### src/design/arht_pkg.sv
// Shared types and constants for the address range hook table.
`default_nettype none

package arht_pkg;

    localparam int ENTRIES_PER_KIND = 16;
    localparam int TOTAL_SLOTS      = 2 * ENTRIES_PER_KIND;
    localparam int SLOT_W           = (ENTRIES_PER_KIND > 1) ? $clog2(ENTRIES_PER_KIND) : 1;
    localparam int IDX_W            = $clog2(TOTAL_SLOTS);

    localparam int ADDR_W     = 16;
    localparam int HANDLER_W  = 8;
    localparam int S_TDATA_W  = 56;
    localparam int S_TUSER_W  = 2;
    localparam int M_TDATA_W  = 16;

    localparam logic OP_INSERT = 1'b0;
    localparam logic OP_LOOKUP = 1'b1;

    typedef enum logic [1:0] {
        ST_OK      = 2'd0,
        ST_OVERLAP = 2'd1,
        ST_FULL    = 2'd2,
        ST_EMPTY   = 2'd3
    } ins_status_t;

    typedef enum logic [2:0] {
        S_IDLE = 3'b001,
        S_CMP  = 3'b010,
        S_RES  = 3'b100
    } state_t;

    typedef struct packed {
        logic load_item;
        logic capture;
        logic commit;
    } ctrl_cmd_t;

endpackage

`default_nettype wire

### src/design/arht_ctrl.sv
// Controller state machine for the address range hook table.
`default_nettype none

module arht_ctrl
    import arht_pkg::*;
(
    input  wire logic       aclk,
    input  wire logic       aresetn,
    input  wire logic       s_tvalid,
    output logic            s_tready,
    output logic            m_tvalid,
    input  wire logic       m_tready,
    output ctrl_cmd_t       cmd
);

    state_t state_reg, state_next;
    logic   out_valid_reg, out_valid_next;
    logic   s_fire;

    assign s_tready = (state_reg == S_IDLE);
    assign s_fire   = s_tvalid && s_tready;
    assign m_tvalid = out_valid_reg;

    always_comb begin
        cmd.load_item = s_fire;
        cmd.capture   = (state_reg == S_CMP);
        // The result may only be committed once the output register is free.
        cmd.commit    = (state_reg == S_RES) && (!out_valid_reg || m_tready);
    end

    always_comb begin
        state_next = state_reg;
        case (state_reg)
            S_IDLE: begin
                if (s_fire) begin
                    state_next = S_CMP;
                end
            end
            S_CMP: begin
                state_next = S_RES;
            end
            S_RES: begin
                if (cmd.commit) begin
                    state_next = S_IDLE;
                end
            end
            default: begin
                state_next = S_IDLE;
            end
        endcase
    end

    always_comb begin
        out_valid_next = out_valid_reg;
        if (cmd.commit) begin
            out_valid_next = 1'b1;
        end else if (m_tready) begin
            out_valid_next = 1'b0;
        end
    end

    always_ff @(posedge aclk) begin
        if (!aresetn) begin
            state_reg     <= S_IDLE;
            out_valid_reg <= 1'b0;
        end else begin
            state_reg     <= state_next;
            out_valid_reg <= out_valid_next;
        end
    end

    a_accept_seq: assert property (@(posedge aclk) disable iff (!aresetn)
        s_fire |=> (state_reg == S_CMP) ##1 (state_reg == S_RES))
        else $error("accepted item did not pass through compare and resolve");

    a_commit_shows: assert property (@(posedge aclk) disable iff (!aresetn)
        cmd.commit |=> out_valid_reg)
        else $error("committed result not presented");

    a_no_overwrite: assert property (@(posedge aclk) disable iff (!aresetn)
        (out_valid_reg && !m_tready) |-> !cmd.commit)
        else $error("result committed over a waiting item");

endmodule

`default_nettype wire

### src/design/arht_datapath.sv
// Range tables, parallel comparators and result register.
`default_nettype none

module arht_datapath
    import arht_pkg::*;
(
    input  wire logic                 aclk,
    input  wire logic                 aresetn,
    input  wire ctrl_cmd_t            cmd,
    input  wire logic [S_TDATA_W-1:0] s_tdata,
    input  wire logic [S_TUSER_W-1:0] s_tuser,
    output logic      [M_TDATA_W-1:0] m_tdata
);

    // Captured item.
    logic                 opcode_reg;
    logic                 kind_reg;
    logic [ADDR_W-1:0]    start_reg;
    logic [ADDR_W-1:0]    end_reg;
    logic [HANDLER_W-1:0] handler_in_reg;
    logic [ADDR_W-1:0]    addr_reg;

    // Slot register file; slots of the write kind follow those of the read kind.
    logic                 valid_reg [TOTAL_SLOTS];
    logic [ADDR_W-1:0]    entry_start_reg [TOTAL_SLOTS];
    logic [ADDR_W-1:0]    entry_end_reg [TOTAL_SLOTS];
    logic [HANDLER_W-1:0] entry_handler_reg [TOTAL_SLOTS];

    logic [TOTAL_SLOTS-1:0] match_reg, match_next;
    logic [TOTAL_SLOTS-1:0] ovl_reg, ovl_next;
    logic [TOTAL_SLOTS-1:0] valid_vec;

    logic [M_TDATA_W-1:0] out_data_reg;

    ins_status_t          status_c;
    logic                 hit_c;
    logic [HANDLER_W-1:0] handler_c;
    logic                 any_free;
    logic [SLOT_W-1:0]    free_idx;
    logic [IDX_W-1:0]     wr_idx;
    logic                 do_write;

    always_ff @(posedge aclk) begin
        if (cmd.load_item) begin
            opcode_reg     <= s_tuser[0];
            kind_reg       <= s_tuser[1];
            start_reg      <= s_tdata[15:0];
            end_reg        <= s_tdata[31:16];
            handler_in_reg <= s_tdata[39:32];
            addr_reg       <= s_tdata[55:40];
        end
    end

    // One comparator pair per slot, masked to the selected kind.
    always_comb begin
        for (int j = 0; j < TOTAL_SLOTS; j++) begin
            logic in_kind;
            in_kind = ((j >= ENTRIES_PER_KIND) == kind_reg) && valid_reg[j];
            match_next[j] = in_kind && (entry_start_reg[j] <= addr_reg)
                            && (addr_reg < entry_end_reg[j]);
            ovl_next[j]   = in_kind && (start_reg < entry_end_reg[j])
                            && (entry_start_reg[j] < end_reg);
            valid_vec[j]  = valid_reg[j];
        end
    end

    always_ff @(posedge aclk) begin
        if (cmd.capture) begin
            match_reg <= match_next;
            ovl_reg   <= ovl_next;
        end
    end

    // Lowest free slot of the selected kind.
    always_comb begin
        any_free = 1'b0;
        free_idx = '0;
        for (int i = ENTRIES_PER_KIND - 1; i >= 0; i--) begin
            if (!(kind_reg ? valid_reg[ENTRIES_PER_KIND + i] : valid_reg[i])) begin
                any_free = 1'b1;
                free_idx = SLOT_W'(i);
            end
        end
        wr_idx = kind_reg ? (IDX_W'(ENTRIES_PER_KIND) + IDX_W'(free_idx))
                          : IDX_W'(free_idx);
    end

    // Stored ranges are disjoint, so at most one match bit is set.
    always_comb begin
        handler_c = '0;
        for (int j = 0; j < TOTAL_SLOTS; j++) begin
            handler_c = handler_c | ({HANDLER_W{match_reg[j]}} & entry_handler_reg[j]);
        end
        hit_c    = |match_reg;
        status_c = ST_OK;
        do_write = 1'b0;
        if (opcode_reg == OP_LOOKUP) begin
            status_c = ST_OK;
        end else begin
            hit_c     = 1'b0;
            handler_c = '0;
            if (!(start_reg < end_reg)) begin
                status_c = ST_EMPTY;
            end else if (|ovl_reg) begin
                status_c = ST_OVERLAP;
            end else if (!any_free) begin
                status_c = ST_FULL;
            end else begin
                do_write = 1'b1;
            end
        end
    end

    always_ff @(posedge aclk) begin
        if (!aresetn) begin
            for (int j = 0; j < TOTAL_SLOTS; j++) begin
                valid_reg[j] <= 1'b0;
            end
        end else if (cmd.commit && do_write) begin
            valid_reg[wr_idx] <= 1'b1;
        end
    end

    always_ff @(posedge aclk) begin
        if (cmd.commit && do_write) begin
            entry_start_reg[wr_idx]   <= start_reg;
            entry_end_reg[wr_idx]     <= end_reg;
            entry_handler_reg[wr_idx] <= handler_in_reg;
        end
    end

    always_ff @(posedge aclk) begin
        if (cmd.commit) begin
            out_data_reg <= {5'b0, handler_c, hit_c, status_c};
        end
    end

    assign m_tdata = out_data_reg;

    a_single_match: assert property (@(posedge aclk) disable iff (!aresetn)
        cmd.commit |-> $onehot0(match_reg))
        else $error("address matched more than one stored range");

    a_insert_grows: assert property (@(posedge aclk) disable iff (!aresetn)
        (cmd.commit && do_write) |=>
            ($countones(valid_vec) == $past($countones(valid_vec)) + 1))
        else $error("accepted insert did not occupy exactly one slot");

    a_no_shrink: assert property (@(posedge aclk) disable iff (!aresetn)
        !(cmd.commit && do_write) |=> ($countones(valid_vec) == $past($countones(valid_vec))))
        else $error("slot occupancy changed without an accepted insert");

endmodule

`default_nettype wire

### src/design/address_range_hook_table.sv
// Top level of the address range hook table.
//
// Two tables of disjoint half-open address ranges, one for read hooks and
// one for write hooks, each with a handler number per range. An input item
// on the s_ channel either inserts a range or looks up an address; every
// item gives exactly one result item on the m_ channel.
// An item is accepted only while the block is idle. The cycle after the
// accept, all slots are compared against the item in parallel and the
// match and overlap vectors are registered; in the resolve step that
// follows they are reduced and the lowest free slot is chosen, and once
// the output register is free an accepted range is written and the result
// item is loaded into the output register. m_tvalid is registered from
// that load, and the next item can be taken once the result is loaded.
// When the receiver stalls, the result waits in the output register while
// the next item is already accepted and compared; that item then holds in
// its resolve step until the output register is free.
// Reset empties both tables and drops any pending result.
`default_nettype none

module address_range_hook_table
    import arht_pkg::*;
(
    input  wire logic                 aclk,
    input  wire logic                 aresetn,
    input  wire logic                 s_tvalid,
    output logic                      s_tready,
    // range_start[15:0], range_end[31:16], handler_id[39:32], query_addr[55:40]
    input  wire logic [S_TDATA_W-1:0] s_tdata,
    // opcode[0], access_kind[1]
    input  wire logic [S_TUSER_W-1:0] s_tuser,
    output logic                      m_tvalid,
    input  wire logic                 m_tready,
    // insert_status[1:0], hit[2], found_handler[10:3], zero[15:11]
    output logic      [M_TDATA_W-1:0] m_tdata
);

    ctrl_cmd_t cmd;

    arht_ctrl u_ctrl (
        .aclk     (aclk),
        .aresetn  (aresetn),
        .s_tvalid (s_tvalid),
        .s_tready (s_tready),
        .m_tvalid (m_tvalid),
        .m_tready (m_tready),
        .cmd      (cmd)
    );

    arht_datapath u_datapath (
        .aclk    (aclk),
        .aresetn (aresetn),
        .cmd     (cmd),
        .s_tdata (s_tdata),
        .s_tuser (s_tuser),
        .m_tdata (m_tdata)
    );

endmodule

`default_nettype wire
### config.mk
export PLATFORM = sky130hd
export DESIGN_NAME = address_range_hook_table
export DESIGN_NICKNAME = d
export VERILOG_FILES = /design/src/design/arht_pkg.sv /design/src/design/arht_ctrl.sv /design/src/design/arht_datapath.sv /design/src/design/address_range_hook_table.sv
export SDC_FILE = /design/constraint.sdc
export NUM_CORES = 2
export LEC_CHECK = 0
export BUFFER_PORTS_ARGS = -buffer_cell sky130_fd_sc_hd__clkbuf_2
export CORE_ASPECT_RATIO = 2
export CORE_UTILIZATION = 58
export DETAILED_ROUTE_END_ITERATION = 6
export HOLD_SLACK_MARGIN = 0.02
export PLACE_DENSITY_LB_ADDON = 0.25
export SETUP_SLACK_MARGIN = 0.02
export SLEW_MARGIN = 20
export SYNTH_ARGS = -nofsm -noshare
export SYNTH_HDL_FRONTEND = slang
export SYNTH_SLANG_ARGS = --single-unit
export TNS_END_PERCENT = 50
### constraint.sdc
create_clock -name aclk -period 6.5 [get_ports aclk]
set_input_delay 0.325 -clock aclk [delete_from_list [all_inputs] [get_ports aclk]]
set_output_delay 0.325 -clock aclk [all_outputs]
set_load 0.05 [all_outputs]
=== Word level (Yosys, flattened, before mapping) ===
Memory sizes are Yosys's and may differ from the RTL's.
Cells that the tools add are included.

* Equal/unequal tests: 5
* Reduce and logical (&&, ||, !) cells: 170
* Multiplexer cells: 69
* Bitwise gates (word level): 64
* Divide/modulo/power cells: 0
* Multiply operators: 0
* Shift-type cells: 0
* $lt $le $gt $ge: 129
* Add/sub/neg operators: 1

{| class="wikitable"
|+ Operators with widths
! cell !! number
|-
| 16-bit less-than comparator || 97
|-
| 16-bit <= comparator || 32
|-
| 8-bit AND || 32
|-
| 8-bit OR || 31
|-
| 1-bit logical AND || 163
|-
| 4-bit 2-to-1 mux || 16
|-
| 32-bit OR reduction || 2
|-
| 1-bit 2-to-1 mux || 45
|-
| 5-bit 2-to-1 mux || 2
|-
| 3-bit case mux with 3 select lines || 1
|-
| 2-bit 2-to-1 mux || 3
|-
| 3-bit 2-to-1 mux || 2
|-
| 5-bit by 4-bit adder with 5-bit output, first input constant || 1
|-
| 3-bit by 1-bit == test with 1-bit output, second input constant || 1
|-
| 3-bit by 2-bit == test with 1-bit output, second input constant || 1
|-
| 3-bit == test, second input constant || 1
|-
| 2-bit by 1-bit != test with 1-bit output, second input constant || 1
|-
| 2-bit != test, second input constant || 1
|-
| 2-bit AND reduction || 1
|-
| 2-bit nonzero test || 1
|-
| 1-bit zero test || 1
|-
| 1-bit logical OR || 1
|-
| 1-bit inverter || 1
|-
| 1-bit OR reduction || 1
|}

* Memory bits (writable): 1312
* Word-level logic and storage cells: 454
* Memories kept: 4
* ROM bits: 0
* Flip-flop bits (word level): 137
* Bits in latches: 0

{| class="wikitable"
|+ Memory list
! memory !! depth !! bits a word !! read ports !! clocked after Yosys merged registers in !! wr ports !! line !! RTL
|-
| u_datapath.entry_end_reg || 32 || 16 || 32 || 0 || 1 || arht_datapath.sv:26 || <nowiki>logic [ADDR_W-1:0] entry_end_reg [TOTAL_SLOTS];</nowiki>
|-
| u_datapath.entry_start_reg || 32 || 16 || 32 || 0 || 1 || arht_datapath.sv:25 || <nowiki>logic [ADDR_W-1:0] entry_start_reg [TOTAL_SLOTS];</nowiki>
|-
| u_datapath.entry_handler_reg || 32 || 8 || 32 || 0 || 1 || arht_datapath.sv:27 || <nowiki>logic [HANDLER_W-1:0] entry_handler_reg [TOTAL_SLOTS];</nowiki>
|-
| u_datapath.valid_reg || 32 || 1 || 32 || 0 || 32 || arht_datapath.sv:24 || <nowiki>logic valid_reg [TOTAL_SLOTS];</nowiki>
|}

=== Logic depth before layout (Yosys ltp) ===
An unclocked memory read counts as a cell.

* Word-level depth: 33
* Gate-level depth with buffers: 10
* Mapped depth without buffers: 9

=== Hierarchy ===
From an unflattened synthesis, not the netlist that was laid out.

* Cells, all modules: 7163
* Area total of the unflattened synthesis: 89658.5 um^2

{| class="wikitable"
|+ Modules (own cells, without submodules)
! module !! cells an instance !! times used !! area an instance (um^2)
|-
| arht_datapath || 7143 || 1 || 89460.8
|-
| arht_ctrl || 20 || 1 || 197.7
|}

=== Least setup slack after synthesis ===
OpenSTA, ideal clock, no wires.

* Kind: register to register
* Start point: reg u_datapath.start_reg[15]
* End point: mem u_datapath.entry_end_reg[18][0] (enable)
* Slack: -0.036 ns
* Arrival: 6.038 ns
* Cell stages (with the launch flop): 8
* Cell sequence: edfxtp_1 ha_1 and4_1 and4b_1 a2111o_1 a211oi_4 nand2_1 nor3b_1

* Cells in the longest elaborated chain, start to end: 6

{| class="wikitable"
|+ RTL lines
! item !! line !! RTL
|-
| start: declaration || arht_datapath.sv:18 || <nowiki>logic [ADDR_W-1:0] start_reg;</nowiki>
|-
| start signal: assignment || arht_datapath.sv:47 || <nowiki>start_reg <= s_tdata[15:0];</nowiki>
|-
| 16-bit less-than comparator || arht_datapath.sv:102 || <nowiki>if (!(start_reg < end_reg)) begin</nowiki>
|-
| 1-bit 2-to-1 mux || arht_datapath.sv:102 ||
|-
| 1-bit 2-to-1 mux || arht_datapath.sv:97 || <nowiki>if (opcode_reg == OP_LOOKUP) begin</nowiki>
|-
| 1-bit logical AND || arht_datapath.sv:125 || <nowiki>if (cmd.commit && do_write) begin</nowiki>
|-
| 1-bit 2-to-1 mux || arht_datapath.sv:125 ||
|-
| 1-bit 2-to-1 mux (implied by the code) || arht_datapath.sv:127 || <nowiki>entry_end_reg[wr_idx] <= end_reg;</nowiki>
|-
| end: declaration || arht_datapath.sv:26 ||
|}

No other way between the ends.

=== Worst setup path in the final report ===
* Start point: reg u_datapath.kind_reg
* End point: mem u_datapath.entry_start_reg[20][9] (enable)

* Cells in the longest elaborated chain, start to end: 24

{| class="wikitable"
|+ RTL lines
! item !! line !! RTL
|-
| start: declaration || arht_datapath.sv:17 || <nowiki>logic kind_reg;</nowiki>
|-
| start signal: assignment || arht_datapath.sv:46 || <nowiki>kind_reg <= s_tuser[1];</nowiki>
|-
| 1-bit 2-to-1 mux (17 in a row) || arht_datapath.sv:79 || <nowiki>if (!(kind_reg ? valid_reg[ENTRIES_PER_KIND + i] : valid_reg[i])) begin</nowiki>
|-
| 1-bit 2-to-1 mux || arht_datapath.sv:106 || <nowiki>end else if (!any_free) begin</nowiki>
|-
| 1-bit 2-to-1 mux || arht_datapath.sv:104 || <nowiki>end else if (|ovl_reg) begin</nowiki>
|-
| 1-bit 2-to-1 mux || arht_datapath.sv:102 ||
|-
| 1-bit 2-to-1 mux || arht_datapath.sv:97 ||
|-
| 1-bit logical AND || arht_datapath.sv:125 ||
|-
| 1-bit 2-to-1 mux || arht_datapath.sv:125 ||
|-
| 1-bit 2-to-1 mux (implied by the code) || arht_datapath.sv:126 || <nowiki>entry_start_reg[wr_idx] <= start_reg;</nowiki>
|-
| end: declaration || arht_datapath.sv:25 ||
|}

Parallel ways exist; a longest one is shown, timed or not.

==> reports/metrics.cfg <==
[route]
dr_total_vias=69055
first_pass_iters=7
drc_errors=2
post_drt_wl_per_cell_um=34.1
viasPerCell=7.01
ant_nets=0
drt_iter0_markers=7846
wl_mm=337

[worst_setup_path]
crit_type=reg -> reg
critPathLaunchType=register
critPathCaptureType=register
slowest_stage=nor2_4
cp.required_ns=6.97
critPathMaxFanout=34
cp_cell_sequence=buf_4 > inv_2 > o2111ai_1 > a221oi_1 > a211oi_1 > nor3_1 > nand3_1 > nor2_4 > buf_4
cp.arrival_ns=5.37
path_common_cell=buf_4
slowest_delay_ns=0.78
crit_family=simple AND/OR/NAND/NOR gates
crit_buf_inv=3

[yosys]
synth_area_mm2=0.0893
synth-seq-area-share=0.483
synthFlopType=edfxtp_1
synth_seq_cells=1449
ys_warn_count=0
ys_types=70
synthDominantCellAreaShare=0.475
synth_edf_count=1413
async_flop_share=0
syn-mean-instance-area_um2=12.3
synthCells=7239
synth_top_area_cell=edfxtp_1
ys_top_cells_by_area=edfxtp_1 (48%), ha_1 (28%), inv_1 (2.6%)

[finish]
mostFrequentLayoutCell=ha_1
final_cell_area_mm2=0.0995
fin_cells=9857
nets=9697
register_area_mm2=0.0432
final_cell_mix=ha_1 (1,967), edfxtp_1 (1,413), inv_1 (580)
syn_to_final_growth_pct=11.4
fill_cells=11574
drive_above_1_share=0.0732
multi_input_area_mm2=0.0438

[sta]
worst_slew_pin_slew_ns=1.25
fin_crit_ns=4.90
timing.hold.ws_ns=0.220
relSlewSlack=0.158
fmax_ghz=0.204
setup_viol=0
rsz0062_at_grt=false
post-route-period-util=0.753
slew_viol_final=0
finalSetupTns_ns=0
final_hold_viol_count=0
clock_skew_ns=0.0537

[global_routing]
grt_usage=0.432
grt_pass1_wl_mm=471
grt_overflow=0
grt_pass1_vias=69295
grt_antenna_before_repair=31
grt_max_degree=65

[clock_network]
htree_num_levels=4
cts_tree=yes
post-cts-setup-buffers=0
cts_resized=0
cts_buffers=146
cts_hold_buf=61
clock_path_buffers=4
cts_root_buf=clkbuf_16
clock_sinks=1449
clk_latency_ns=0.82
clk_pin_slew_ns=0.07

[die]
start_util=0.584
pin_count=80
coreArea_mm2=0.153
dieHeight_um=557
die_w_um=279
die_area_mm2=0.156
fp-row-count=203

[placed_design]
dp.cells=9506
io_buffers=74
dpl_cell_area_mm2=0.0941
dp_hpwl_mm=217
gp_congestion=0.995

[outcome]
violations=design-rule violations
outcome=complete, but fails checks

[power]
total_power_mw=21.8
peakVddDrop_v=0.000301
powerDensity_mw_per_mm2=219
static-leakage-power_nw=41.7

[worst_hold_path]
hold_class=in -> reg

[job]
max-cap-violations=0

## cells by family (layout without fill, tap and decap cells)
family,count (synthesis),after routing,synth area share
simple gates,1265,1265,0.0748
buf+inv,671,1201,0.0285
fa+ha+maj,1967,1967,0.276
mux,2,2,0.000224
compound gates,1884,1884,0.137
flops,1449,1449,0.483
other cells,1,39,0.0000420
## synthesized netlist by cell type (all sizes together), types with 3 or more instances
master   count
ha        1967
edfxtp    1413
inv        612
o21ai      443
a21oi      442
a21o       289
nand4      282
nor2       247
nand2      184
nor2b      118
nor3       111
nand2b     107
a2111oi     98
a211oi      94
nand3       88
o21a        88
o211ai      70
a22oi       68
nor4        59
clkbuf      48
a21boi      43
o2111ai     43
a221oi      40
a31oi       38
dfxtp       36
a22o        34
and4        22
o311ai      16
o22ai       14
and3        12
buf         11
a211o       10
or3         10
o31a         9
o31ai        9
a311oi       7
or2          7
nor3b        6
a31o         3
a41oi        3
o211a        3
o21bai       3
o221ai       3
o22a         3
## layout make-up
cell class,count,area share
multi-input cells,5123,0.441
flip-flops and latches,1449,0.434
diodes,34,0.000855
clock inverters,87,0.00859
inverters,612,0.0231
repair buffers,336,0.0293
clock buffers,166,0.0379
well taps,2050,0.0258
## metrics by stage
| step | setup WS (ns) | utilization |
|---|---|---|
| 3_3_place_gp | 1.76 | 0.615 |
| 4_1_cts | 1.68 | 0.650 |
| 5_1_grt | 1.51 | 0.650 |
| 6_report | 1.60 | 0.651 |
| 3_5_place_dp | 1.75 | 0.615 |
| 2_1_floorplan | -0.0363 | - |
## final timing paths
path	start	endpoint	slack [ns]	depth (start not counted)
setup / recovery	u_datapath.kind_reg	u_datapath.entry_start_reg[20][9]	1.60	9
hold / removal	s_tdata[32]	u_datapath.handler_in_reg[0]	0.22	2
setup reg to reg	u_datapath.kind_reg	u_datapath.entry_start_reg[20][9]	1.60	9
hold reg to reg	u_datapath.valid_reg[8]	u_datapath.valid_reg[8]	0.48	2
## layer usage
| metal | wire length, µm | part of all wire | GRT usage | up-vias |
|---|---|---|---|---|
| met5 | 65 | 0.00019 | 0 | - |
| met4 | 41300 | 0.12 | 0.460 | 10 |
| met3 | 36300 | 0.11 | 0.103 | 1898 |
| met2 | 153000 | 0.45 | 0.683 | 4848 |
| met1 | 106000 | 0.32 | 0.456 | 32969 |
| li1 | - | - | - | 29330 |
## power breakdown
| group | internal (mW) | leakage [nW] | switching [mW] |
|---|---|---|---|
| clock network | 4.78 | 2.25 | 3.82 |
| logic | 0.850 | 26.5 | 1.96 |
| registers | 10.3 | 12.9 | 0.0632 |
| total | 15.9 | 41.7 | 5.84 |
Power figures use the tool's default switching activity.
